## config.mk

```make
export PLATFORM = sky130hd
export DESIGN_NAME = spindle_encoder_tracker
export DESIGN_NICKNAME = d
export VERILOG_FILES = /design/src/hw/rtl/spt_pkg.sv /design/src/hw/rtl/spt_divider.sv /design/src/hw/rtl/spindle_encoder_tracker.sv
export SDC_FILE = /design/constraint.sdc
export NUM_CORES = 2
export LEC_CHECK = 0
export BUFFER_PORTS_ARGS = -buffer_cell sky130_fd_sc_hd__buf_2
export CAP_MARGIN = 30
export CORE_UTILIZATION = 30
export DETAILED_ROUTE_END_ITERATION = 10
export SLEW_MARGIN = 20
export SYNTH_ARGS = -nofsm -noshare
export SYNTH_HDL_FRONTEND = slang
export SYNTH_SLANG_ARGS = --single-unit
```

## constraint.sdc

```tcl
create_clock -name clk -period 8.42 [get_ports clk]
set_input_delay 1.263 -clock clk [delete_from_list [all_inputs] [get_ports clk]]
set_output_delay 1.263 -clock clk [all_outputs]
set_load 0.005 [all_outputs]
```

## src/hw/rtl/spt_pkg.sv

```systemverilog
// spt_pkg: shared types, widths, defaults and codes for the spindle encoder tracker
// no dependencies; imported by spt_divider and spindle_encoder_tracker

package spt_pkg;

  // field and datapath widths
  localparam int POS_W      = 48;
  localparam int RPM_W      = 18;
  localparam int RAW_W      = 16;
  localparam int TICK_W     = 32;
  localparam int CFG_IDX_W  = 3;
  localparam int CFG_DATA_W = 16;

  // default encoder geometry
  localparam int COUNTS_PER_REV_DEF = 1200;
  localparam int COUNTER_WRAP_DEF   = 30000;

  // 60000 ms per minute times 16 for the 1/16 rpm unit
  localparam int RPM_SCALE   = 60000 * 16;
  localparam int RPM_MAX     = 131071;
  localparam int RPM_NEG_MAG = 131072;

  // speed divider: numerator is magnitude times RPM_SCALE, 18 quotient bits
  localparam int DIV_NUM_W = 68;
  localparam int DIV_DEN_W = 48;
  localparam int DIV_Q_W   = RPM_W;

  // register reset values
  localparam logic [7:0]  POLL_DEF  = 8'd2;
  localparam logic [15:0] WIN_DEF   = 16'd50;
  localparam logic [15:0] STALL_DEF = 16'd100;
  localparam logic [15:0] TOL_DEF   = 16'd3;

  // register indexes
  typedef logic [CFG_IDX_W-1:0] spt_reg_idx_t;
  localparam spt_reg_idx_t REG_DIRECTION = 3'd0;
  localparam spt_reg_idx_t REG_POLL      = 3'd1;
  localparam spt_reg_idx_t REG_WINDOW    = 3'd2;
  localparam spt_reg_idx_t REG_STALL     = 3'd3;
  localparam spt_reg_idx_t REG_REV_TOL   = 3'd4;

  // fault codes
  typedef logic [1:0] spt_fault_t;
  localparam spt_fault_t FAULT_NONE  = 2'd0;
  localparam spt_fault_t FAULT_STALL = 2'd1;
  localparam spt_fault_t FAULT_REV   = 2'd2;

  // divider status toward the sequencer
  typedef struct packed {
    logic done;
    logic ovf;
  } spt_div_stat_t;

endpackage

```

## src/hw/rtl/spt_divider.sv

```systemverilog
// spt_divider: restoring divider, one quotient bit per cycle, with quotient overflow flag
// depends on spt_pkg for default widths and the status struct

module spt_divider import spt_pkg::*; #(
  parameter int NUM_W = DIV_NUM_W,
  parameter int DEN_W = DIV_DEN_W,
  parameter int Q_W   = DIV_Q_W
) (
  input  logic             clk,
  input  logic             rst_n,
  input  logic             start,
  input  logic [NUM_W-1:0] num,
  input  logic [DEN_W-1:0] den,
  output logic [Q_W-1:0]   quo,
  output spt_div_stat_t    stat
);

  localparam int HI_W  = NUM_W - Q_W;
  localparam int CNT_W = $clog2(Q_W + 1);

  logic             busy_r;
  logic             done_r;
  logic             ovf_r;
  logic [CNT_W-1:0] cnt_r;
  logic [DEN_W-1:0] rem_r;
  logic [Q_W-1:0]   low_r;
  logic [Q_W-1:0]   quo_r;

  logic [HI_W-1:0]  hi;
  logic             hi_ovf;
  logic [DEN_W:0]   trial;
  logic [DEN_W:0]   trial_diff;
  logic             trial_ge;

  // quotient would need more than Q_W bits
  assign hi     = num[NUM_W-1:Q_W];
  assign hi_ovf = hi >= HI_W'(den);

  // one restoring step
  assign trial      = {rem_r, low_r[Q_W-1]};
  assign trial_ge   = trial >= {1'b0, den};
  assign trial_diff = trial - {1'b0, den};

  always_ff @(posedge clk) begin
    if (!rst_n) begin
      busy_r <= 1'b0;
      done_r <= 1'b0;
    end else begin
      done_r <= 1'b0;
      if (start) begin
        busy_r <= 1'b1;
        cnt_r  <= CNT_W'(Q_W);
        rem_r  <= hi[DEN_W-1:0];
        low_r  <= num[Q_W-1:0];
        ovf_r  <= hi_ovf;
      end else if (busy_r) begin
        rem_r <= trial_ge ? trial_diff[DEN_W-1:0] : trial[DEN_W-1:0];
        low_r <= {low_r[Q_W-2:0], 1'b0};
        quo_r <= {quo_r[Q_W-2:0], trial_ge};
        cnt_r <= cnt_r - 1'b1;
        if (cnt_r == CNT_W'(1)) begin
          busy_r <= 1'b0;
          done_r <= 1'b1;
        end
      end
    end
  end

  assign quo       = quo_r;
  assign stat.done = done_r;
  assign stat.ovf  = ovf_r;

endmodule

```

## src/hw/rtl/spindle_encoder_tracker.sv

```systemverilog
// spindle_encoder_tracker: poll sequencer for position, speed and spindle fault tracking
// depends on spt_pkg and spt_divider (quotient unit for the speed computation)
//
// channel  dir  handshake            payload
// in       in   in_valid / in_stall   raw_count, now_ticks, tracking_active, follow_busy,
//                                     new_sync_block
// out      out  out_valid / out_stall position_counts, rpm_x16, rpm_updated, polled,
//                                     fault_now, fault_latched
// cfg      in   cfg_we                cfg_index, cfg_wdata
//
// every poll walks the sequencer from accept to result, and the done step waits while
// out_stall holds the last result; the divider takes 18 single-bit steps for the quotient
// in_stall is high from the accept until the result is loaded into the output register
// a finished result waits in the output register while the next poll is accepted
// synchronous active-low reset returns all tracking state and registers to defaults

module spindle_encoder_tracker import spt_pkg::*; #(
  parameter int COUNTS_PER_REV = COUNTS_PER_REV_DEF, // 4 .. 65535
  parameter int COUNTER_WRAP   = COUNTER_WRAP_DEF    // 2 .. 32767
) (
  input  logic                    clk,
  input  logic                    rst_n,
  // poll channel
  input  logic                    in_valid,
  output logic                    in_stall,
  input  logic signed [RAW_W-1:0] in_raw_count,
  input  logic [TICK_W-1:0]       in_now_ticks,
  input  logic                    in_tracking_active,
  input  logic                    in_follow_busy,
  input  logic                    in_new_sync_block,
  // result channel
  output logic                    out_valid,
  input  logic                    out_stall,
  output logic signed [POS_W-1:0] out_position_counts,
  output logic signed [RPM_W-1:0] out_rpm_x16,
  output logic                    out_rpm_updated,
  output logic                    out_polled,
  output logic [1:0]              out_fault_now,
  output logic [1:0]              out_fault_latched,
  // register port
  input  logic                    cfg_we,
  input  logic [CFG_IDX_W-1:0]    cfg_index,
  input  logic [CFG_DATA_W-1:0]   cfg_wdata
);

  localparam int DELTA_W = RAW_W + 2;
  localparam logic signed [DELTA_W-1:0] WRAP_D = DELTA_W'(COUNTER_WRAP);
  localparam logic signed [DELTA_W-1:0] HALF_D = DELTA_W'(COUNTER_WRAP / 2);
  localparam logic [POS_W-1:0]          CPR_P  = POS_W'(COUNTS_PER_REV);
  localparam logic [DIV_NUM_W-1:0]      SCALE_N = DIV_NUM_W'(RPM_SCALE);

  typedef enum logic [3:0] {
    ST_IDLE, ST_LOAD, ST_SUM, ST_APPLY, ST_CHECK, ST_FAULT,
    ST_DEN, ST_MUL, ST_DIV_GO, ST_DIV_WAIT, ST_SAT, ST_DONE
  } state_t;

  state_t state_r;

  // registers
  logic              dir_r;
  logic [7:0]        poll_r;
  logic [15:0]       win_r;
  logic [15:0]       stall_lim_r;
  logic [15:0]       tol_r;

  // tracking state
  logic              init_r;
  logic [RAW_W-1:0]  prev_r;
  logic [POS_W-1:0]  acc_r;
  logic [TICK_W-1:0] last_poll_r;
  logic [TICK_W-1:0] last_change_r;
  logic [POS_W-1:0]  sref_pos_r;
  logic [TICK_W-1:0] sref_time_r;
  logic [RPM_W-1:0]  speed_r;
  logic [POS_W-1:0]  fur_r;
  spt_fault_t        sticky_r;

  // poll beat and working values
  logic [RAW_W-1:0]     raw_r;
  logic [TICK_W-1:0]    now_r;
  logic                 trk_r;
  logic                 busy_r;
  logic                 newblk_r;
  logic [DELTA_W-1:0]   delta_r;
  logic                 poll_go_r;
  logic [POS_W-1:0]     sum_r;
  logic [TICK_W-1:0]    dt_r;
  logic [POS_W-1:0]     orient_r;
  logic                 spd_go_r;
  logic [POS_W-1:0]     diff_r;
  logic                 act_r;
  logic                 stall_hit_r;
  spt_fault_t           fault_r;
  logic [POS_W-1:0]     den_r;
  logic                 neg_r;
  logic [POS_W-1:0]     mag_r;
  logic [DIV_NUM_W-1:0] num_r;

  // output register
  logic              out_valid_r;
  logic [POS_W-1:0]  out_pos_r;
  logic [RPM_W-1:0]  out_rpm_r;
  logic              out_upd_r;
  logic              out_polled_r;
  spt_fault_t        out_fault_r;
  spt_fault_t        out_sticky_r;

  // combinational helpers
  logic signed [DELTA_W-1:0] delta_raw;
  logic signed [DELTA_W-1:0] delta_fold;
  logic [TICK_W-1:0]         win_eff;
  logic [POS_W-1:0]          orient_nxt;
  logic signed [POS_W:0]     back_dist;
  spt_fault_t                fault_nxt;
  logic [RPM_W-1:0]          rpm_lim;
  logic [RPM_W-1:0]          rpm_mag;
  logic [RPM_W-1:0]          speed_nxt;
  logic                      div_start;
  logic [DIV_Q_W-1:0]        div_quo;
  spt_div_stat_t             div_stat;

  // wrap fold of the counter step
  always_comb begin
    delta_raw  = DELTA_W'($signed(raw_r)) - DELTA_W'($signed(prev_r));
    delta_fold = delta_raw;
    if (delta_raw > HALF_D) begin
      delta_fold = delta_raw - WRAP_D;
    end else if (delta_raw < -HALF_D) begin
      delta_fold = delta_raw + WRAP_D;
    end
  end

  // zero window counts as one tick
  assign win_eff = (win_r == 16'd0) ? TICK_W'(1) : TICK_W'(win_r);

  // position in the commanded direction
  assign orient_nxt = dir_r ? (POS_W'(0) - sum_r) : sum_r;

  // backward distance from the furthest point
  assign back_dist = {fur_r[POS_W-1], fur_r} - {orient_r[POS_W-1], orient_r};

  // stall is checked before reversal
  always_comb begin
    fault_nxt = FAULT_NONE;
    if (act_r) begin
      if (stall_hit_r) begin
        fault_nxt = FAULT_STALL;
      end else if (back_dist > $signed({{(POS_W - 15){1'b0}}, tol_r})) begin
        fault_nxt = FAULT_REV;
      end
    end
  end

  // saturate and sign the quotient
  always_comb begin
    rpm_lim = neg_r ? RPM_W'(RPM_NEG_MAG) : RPM_W'(RPM_MAX);
    rpm_mag = (div_stat.ovf || (div_quo > rpm_lim)) ? rpm_lim : div_quo;
    speed_nxt = neg_r ? (RPM_W'(0) - rpm_mag) : rpm_mag;
  end

  assign div_start = (state_r == ST_DIV_GO);

  spt_divider #(
    .NUM_W (DIV_NUM_W),
    .DEN_W (DIV_DEN_W),
    .Q_W   (DIV_Q_W)
  ) u_div (
    .clk   (clk),
    .rst_n (rst_n),
    .start (div_start),
    .num   (num_r),
    .den   (den_r),
    .quo   (div_quo),
    .stat  (div_stat)
  );

  // sequencer, tracking state and output register
  always_ff @(posedge clk) begin
    if (!rst_n) begin
      state_r       <= ST_IDLE;
      out_valid_r   <= 1'b0;
      dir_r         <= 1'b0;
      poll_r        <= POLL_DEF;
      win_r         <= WIN_DEF;
      stall_lim_r   <= STALL_DEF;
      tol_r         <= TOL_DEF;
      init_r        <= 1'b0;
      prev_r        <= '0;
      acc_r         <= '0;
      last_poll_r   <= '0;
      last_change_r <= '0;
      sref_pos_r    <= '0;
      sref_time_r   <= '0;
      speed_r       <= '0;
      fur_r         <= '0;
      sticky_r      <= FAULT_NONE;
    end else begin
      // register writes
      if (cfg_we) begin
        unique case (cfg_index)
          REG_DIRECTION: dir_r       <= cfg_wdata[0];
          REG_POLL:      poll_r      <= cfg_wdata[7:0];
          REG_WINDOW:    win_r       <= cfg_wdata;
          REG_STALL:     stall_lim_r <= cfg_wdata;
          REG_REV_TOL:   tol_r       <= cfg_wdata;
          default: ;
        endcase
      end

      // result beat taken, the done step reloads the register itself
      if (out_valid_r && !out_stall && (state_r != ST_DONE)) begin
        out_valid_r <= 1'b0;
      end

      unique case (state_r)
        ST_IDLE: begin
          if (in_valid) begin
            raw_r    <= in_raw_count;
            now_r    <= in_now_ticks;
            trk_r    <= in_tracking_active;
            busy_r   <= in_follow_busy;
            newblk_r <= in_new_sync_block;
            state_r  <= ST_LOAD;
          end
        end
        ST_LOAD: begin
          // first poll only loads the counter
          if (!init_r) begin
            prev_r  <= raw_r;
            acc_r   <= POS_W'($signed(raw_r));
            init_r  <= 1'b1;
            delta_r <= '0;
          end else begin
            delta_r <= delta_fold;
          end
          poll_go_r <= init_r && ((now_r - last_poll_r) >= TICK_W'(poll_r));
          state_r   <= ST_SUM;
        end
        ST_SUM: begin
          sum_r   <= acc_r + POS_W'($signed(delta_r));
          dt_r    <= now_r - sref_time_r;
          state_r <= ST_APPLY;
        end
        ST_APPLY: begin
          orient_r <= orient_nxt;
          if (newblk_r && trk_r) begin
            fur_r <= orient_nxt;
          end
          if (poll_go_r) begin
            acc_r       <= sum_r;
            prev_r      <= raw_r;
            last_poll_r <= now_r;
            if (delta_r != '0) begin
              last_change_r <= now_r;
            end
          end
          spd_go_r <= poll_go_r && (dt_r >= win_eff);
          diff_r   <= sum_r - sref_pos_r;
          act_r    <= poll_go_r && trk_r && !busy_r;
          state_r  <= ST_CHECK;
        end
        ST_CHECK: begin
          if (act_r && ($signed(orient_r) > $signed(fur_r))) begin
            fur_r <= orient_r;
          end
          stall_hit_r <= (now_r - last_change_r) > TICK_W'(stall_lim_r);
          state_r     <= ST_FAULT;
        end
        ST_FAULT: begin
          fault_r <= fault_nxt;
          if (fault_nxt != FAULT_NONE) begin
            sticky_r <= fault_nxt;
          end
          state_r <= ST_DEN;
        end
        ST_DEN: begin
          den_r   <= CPR_P * POS_W'(dt_r);
          neg_r   <= diff_r[POS_W-1];
          mag_r   <= diff_r[POS_W-1] ? (POS_W'(0) - diff_r) : diff_r;
          state_r <= ST_MUL;
        end
        ST_MUL: begin
          num_r   <= DIV_NUM_W'(mag_r) * SCALE_N;
          state_r <= ST_DIV_GO;
        end
        ST_DIV_GO: begin
          state_r <= ST_DIV_WAIT;
        end
        ST_DIV_WAIT: begin
          if (div_stat.done) begin
            state_r <= ST_SAT;
          end
        end
        ST_SAT: begin
          if (spd_go_r) begin
            speed_r     <= speed_nxt;
            sref_pos_r  <= acc_r;
            sref_time_r <= now_r;
          end
          state_r <= ST_DONE;
        end
        ST_DONE: begin
          if (!out_valid_r || !out_stall) begin
            out_valid_r  <= 1'b1;
            out_pos_r    <= acc_r;
            out_rpm_r    <= speed_r;
            out_upd_r    <= spd_go_r;
            out_polled_r <= poll_go_r;
            out_fault_r  <= fault_r;
            out_sticky_r <= sticky_r;
            state_r      <= ST_IDLE;
          end
        end
        default: state_r <= ST_IDLE;
      endcase
    end
  end

  assign in_stall            = (state_r != ST_IDLE);
  assign out_valid           = out_valid_r;
  assign out_position_counts = out_pos_r;
  assign out_rpm_x16         = out_rpm_r;
  assign out_rpm_updated     = out_upd_r;
  assign out_polled          = out_polled_r;
  assign out_fault_now       = out_fault_r;
  assign out_fault_latched   = out_sticky_r;

  // an accepted poll always starts the load step
  a_accept_load: assert property (@(posedge clk) disable iff (!rst_n)
    (in_valid && !in_stall) |=> (state_r == ST_LOAD))
    else $error("accepted poll did not enter load step");

  // the divider only finishes while the sequencer waits for it
  a_div_done_wait: assert property (@(posedge clk) disable iff (!rst_n)
    div_stat.done |-> (state_r == ST_DIV_WAIT))
    else $error("divider finished outside the wait step");

  // a latched fault never returns to none
  a_sticky_holds: assert property (@(posedge clk) disable iff (!rst_n)
    (sticky_r != FAULT_NONE) |=> (sticky_r != FAULT_NONE))
    else $error("latched fault cleared without reset");

  // faults and speed updates only come from sampled polls
  a_fault_polled: assert property (@(posedge clk) disable iff (!rst_n)
    (out_valid && (out_fault_now != FAULT_NONE)) |-> out_polled)
    else $error("fault raised on an unsampled poll");

  a_rpm_polled: assert property (@(posedge clk) disable iff (!rst_n)
    (out_valid && out_rpm_updated) |-> out_polled)
    else $error("speed updated on an unsampled poll");

endmodule
```

==> impl_metrics.env <==
export IMPL_outcome="complete, no violations"
export IMPL_grt_pass1_vias=50900
export IMPL_hold_buffers=0
export IMPL_remaining_drc_errors=0
export IMPL_power_per_cell_area_nw_per_um2=159
export IMPL_final_common_cell="inv_1"
export IMPL_layout_common_cells="954 x inv_1, 839 x nand2_1, 662 x ha_1"
export IMPL_max_freq_ghz=0.149
export IMPL_fp_dieH_um=472
export IMPL_die_w_um=472
export IMPL_drt_iter0_markers=2900
export IMPL_ys_flop_type="edfxtp_1"
export IMPL_synth_mux_area_frac=0.0111
export IMPL_io_pins=149
export IMPL_synth_edf_count=551
export IMPL_drive_above_1_share=0.0619
export IMPL_min_period_ns=6.71
export IMPL_syn_nets=8134
export IMPL_synth_compound_area_frac=0.174
export IMPL_async_flop_share=0
export IMPL_htreeDepth=3
export IMPL_drtPass1Iterations=5
export IMPL_start_util=0.302
export IMPL_core_area_um2=220000
export IMPL_clk_pin_slew_ns=0.06
export IMPL_dp_hpwl_mm=134
export IMPL_synthXorXnorAreaFrac=0.0534
export IMPL_drv_slew=0
export IMPL_synth_area_per_cell_um2=9.33
export IMPL_min_path_type="register to register"
export IMPL_finClkSkew_ns=0.0338
export IMPL_setup_viol=0
export IMPL_endpoint_kind="register"
export IMPL_synth_warnings=0
export IMPL_crit_required_ns=8.89
export IMPL_worstSetupPathType="register to register"
export IMPL_gp_congestion=0.900
export IMPL_syn_cell_area_um2=66400
export IMPL_fin_ws_ns=1.71
export IMPL_vias=50700
export IMPL_cap_violations=0
export IMPL_cts_resized=0
export IMPL_worst_pin_slew_ns=1.04
export IMPL_cts_setup_buffers=0
export IMPL_nets=8224
export IMPL_antenna_found_initial=12
export IMPL_fp_row_count=172
export IMPL_grt_usage=0.153
export IMPL_postPlaceCellArea_um2=70500
export IMPL_grt_max_degree=161
export IMPL_ys_types=94
export IMPL_dpl_worst_slack_ns=1.70
export IMPL_cts_buffers=96
export IMPL_irDropWorstVdd_uv=152
export IMPL_synthAdderAreaFrac=0.210
export IMPL_hold_viol_final=0
export IMPL_final_area_um2=74000
export IMPL_synthTopCellsByArea="edfxtp_1 25%, ha_1 12%, dfxtp_1 10%"
export IMPL_start_kind="register"
export IMPL_cts_buffer_depth=3
export IMPL_rsz0062_at_grt="false"
export IMPL_fin_crit_sh=0.797
export IMPL_die_area_um2=223000
export IMPL_arrival_ns=7.18
export IMPL_drt_total_wl_mm=173
export IMPL_cts_sinks=892
export IMPL_synth_top_family_by_area="adder cells"
export IMPL_post_drt_wl_per_cell_um=16.9
export IMPL_synth_simple_gate_area_share=0.133
export IMPL_cts_root_buffer="clkbuf_16"
export IMPL_leakage_nw=30.3
export IMPL_ant_nets=0
export IMPL_io_buffers=148
export IMPL_synth_top_area_share=0.249
export IMPL_clkLatencyLatePin_ns=0.72
export IMPL_seq_area_frac_synth=0.352
export IMPL_whs_ns=0.428
export IMPL_cts_tree="built"
export IMPL_syn2layout_area_growth_pct=11.4
export IMPL_finalSetupTns_ns=0
export IMPL_slew_headroom=0.299
export IMPL_viasPerCell=4.95
export IMPL_synth_largest_area_cell="edfxtp_1"
export IMPL_critPathMaxFanout=5
export IMPL_post_route_util=0.337
export IMPL_syn_inst=7113
export IMPL_yosys_register_bits=892
export IMPL_grt_first_pass_wirelength_mm=278
export IMPL_overflow=0
-- routing by layer --
metal	share of wire	wire (um)	GRT usage
met2	0.48	83800	0.267
met4	0.029	5030	0.0493
met5	0.00027	47	0
met1	0.45	78300	0.198
met3	0.034	5890	0.0141
-- area by class of cell --
type / instances / area (um^2)
Sequential cell: 892 / 23400
Fill cell: 22500 / 146000
Antenna cell: 4 / 10.0
Multi-Input combinational cell: 5065 / 38800
Clock inverter: 53 / 579
Tap cell: 2958 / 3700
Clock buffer: 127 / 2830
Inverter: 955 / 3580
Timing Repair Buffer: 193 / 1140
-- worst max-delay path, stage by stage, from the launching register on --
cell,delay (ns)
edfxtp_1,0.49
inv_1,0.17
fa_1,0.56
inv_1,0.05
fa_1,0.48
fa_1,0.51
inv_1,0.06
fa_1,0.48
fa_1,0.55
inv_1,0.04
ha_1,0.36
and3_1,0.24
and4_1,0.24
and4_1,0.21
a221o_1,0.33
o211ai_1,0.27
o21ai_0,0.18
a21oi_1,0.22
o31ai_1,0.16
a221oi_1,0.49
o21bai_1,0.13
a21oi_1,0.21
xnor2_1,0.08
-- final timing paths --
path / from / end / slack, ns / cells past startpoint
worst max register to register: mag_r[12] / num_r[64] / 1.71 / 22
worst max-delay path: mag_r[12] / num_r[64] / 1.71 / 22
worst min register to register: speed_r[17] / out_rpm_x16[17] / 0.43 / 0
worst min-delay path: speed_r[17] / out_rpm_x16[17] / 0.43 / 0
-- per-stage QoR --
stage | instances | power [W]
finish | 10200 | 0.0117
global route | 10200 | 0.0123
CTS | 10200 | 0.0119
detailed placement | 10100 | 0.00726
global placement | 10100 | 0.00722
floorplan | 7113 | 0.00666
-- registers in the layout (all words and copies together) (netlist names), 18 cells and up --
signal / flops
out_rpm_x16: 18
sref_pos_r: 48
orient_r: 48
acc_r: 48
delta_r: 18
sref_time_r: 32
num_r: 59
last_change_r: 32
fur_r: 48
sum_r: 48
now_r: 32
dt_r: 32
diff_r: 48
u_div.quo: 18
speed_r: 18
last_poll_r: 32
u_div.rem_r: 48
mag_r: 48
den_r: 39
out_position_counts: 48
-- power by group --
part	switching (W)	internal [W]
combinational	0.00130	0.000904
clock	0.00191	0.00265
sequential	0.000149	0.00483
total	0.00335	0.00839
-- logic make-up (layout without fill, tap and decap cells) --
family,count (synthesis),in the layout
flops,892,892
fa+ha+maj,946,946
other cells,0,4
compound gates,1741,1741
xor+xnor,405,405
buf+inv,1156,1328
simple gates,1900,1900
mux,73,73
-- synthesized netlist by cell type, types with 11 or more instances --
| cell type | instances |
|---|---|
| inv_1 | 954 |
| nand2_1 | 840 |
| ha_1 | 662 |
| edfxtp_1 | 551 |
| a21oi_1 | 393 |
| nor2_1 | 364 |
| o21ai_0 | 344 |
| dfxtp_1 | 341 |
| fa_1 | 284 |
| xnor2_1 | 282 |
| a21boi_0 | 202 |
| a21o_1 | 194 |
| clkbuf_1 | 182 |
| xor2_1 | 123 |
| nor2b_1 | 105 |
| nand3_1 | 101 |
| nor3_1 | 89 |
| nand2b_1 | 87 |
| o21a_1 | 73 |
| mux2i_1 | 67 |
| a31oi_1 | 65 |
| nand4_1 | 63 |
| o2111ai_1 | 59 |
| o31ai_1 | 52 |
| a211oi_1 | 46 |
| o211ai_1 | 46 |
| o21bai_1 | 41 |
| and2_1 | 40 |
| nor4_1 | 39 |
| and3_1 | 34 |
| or3_1 | 32 |
| o211a_1 | 29 |
| or2_2 | 24 |
| o41ai_1 | 21 |
| or4_1 | 19 |
| a211o_1 | 17 |
| buf_2 | 13 |
| and4_1 | 12 |
| a2111oi_0 | 11 |
| a221o_1 | 11 |
| nand3b_1 | 11 |
| o21ai_1 | 11 |
No activity file was read; power rests on OpenSTA's default activity.
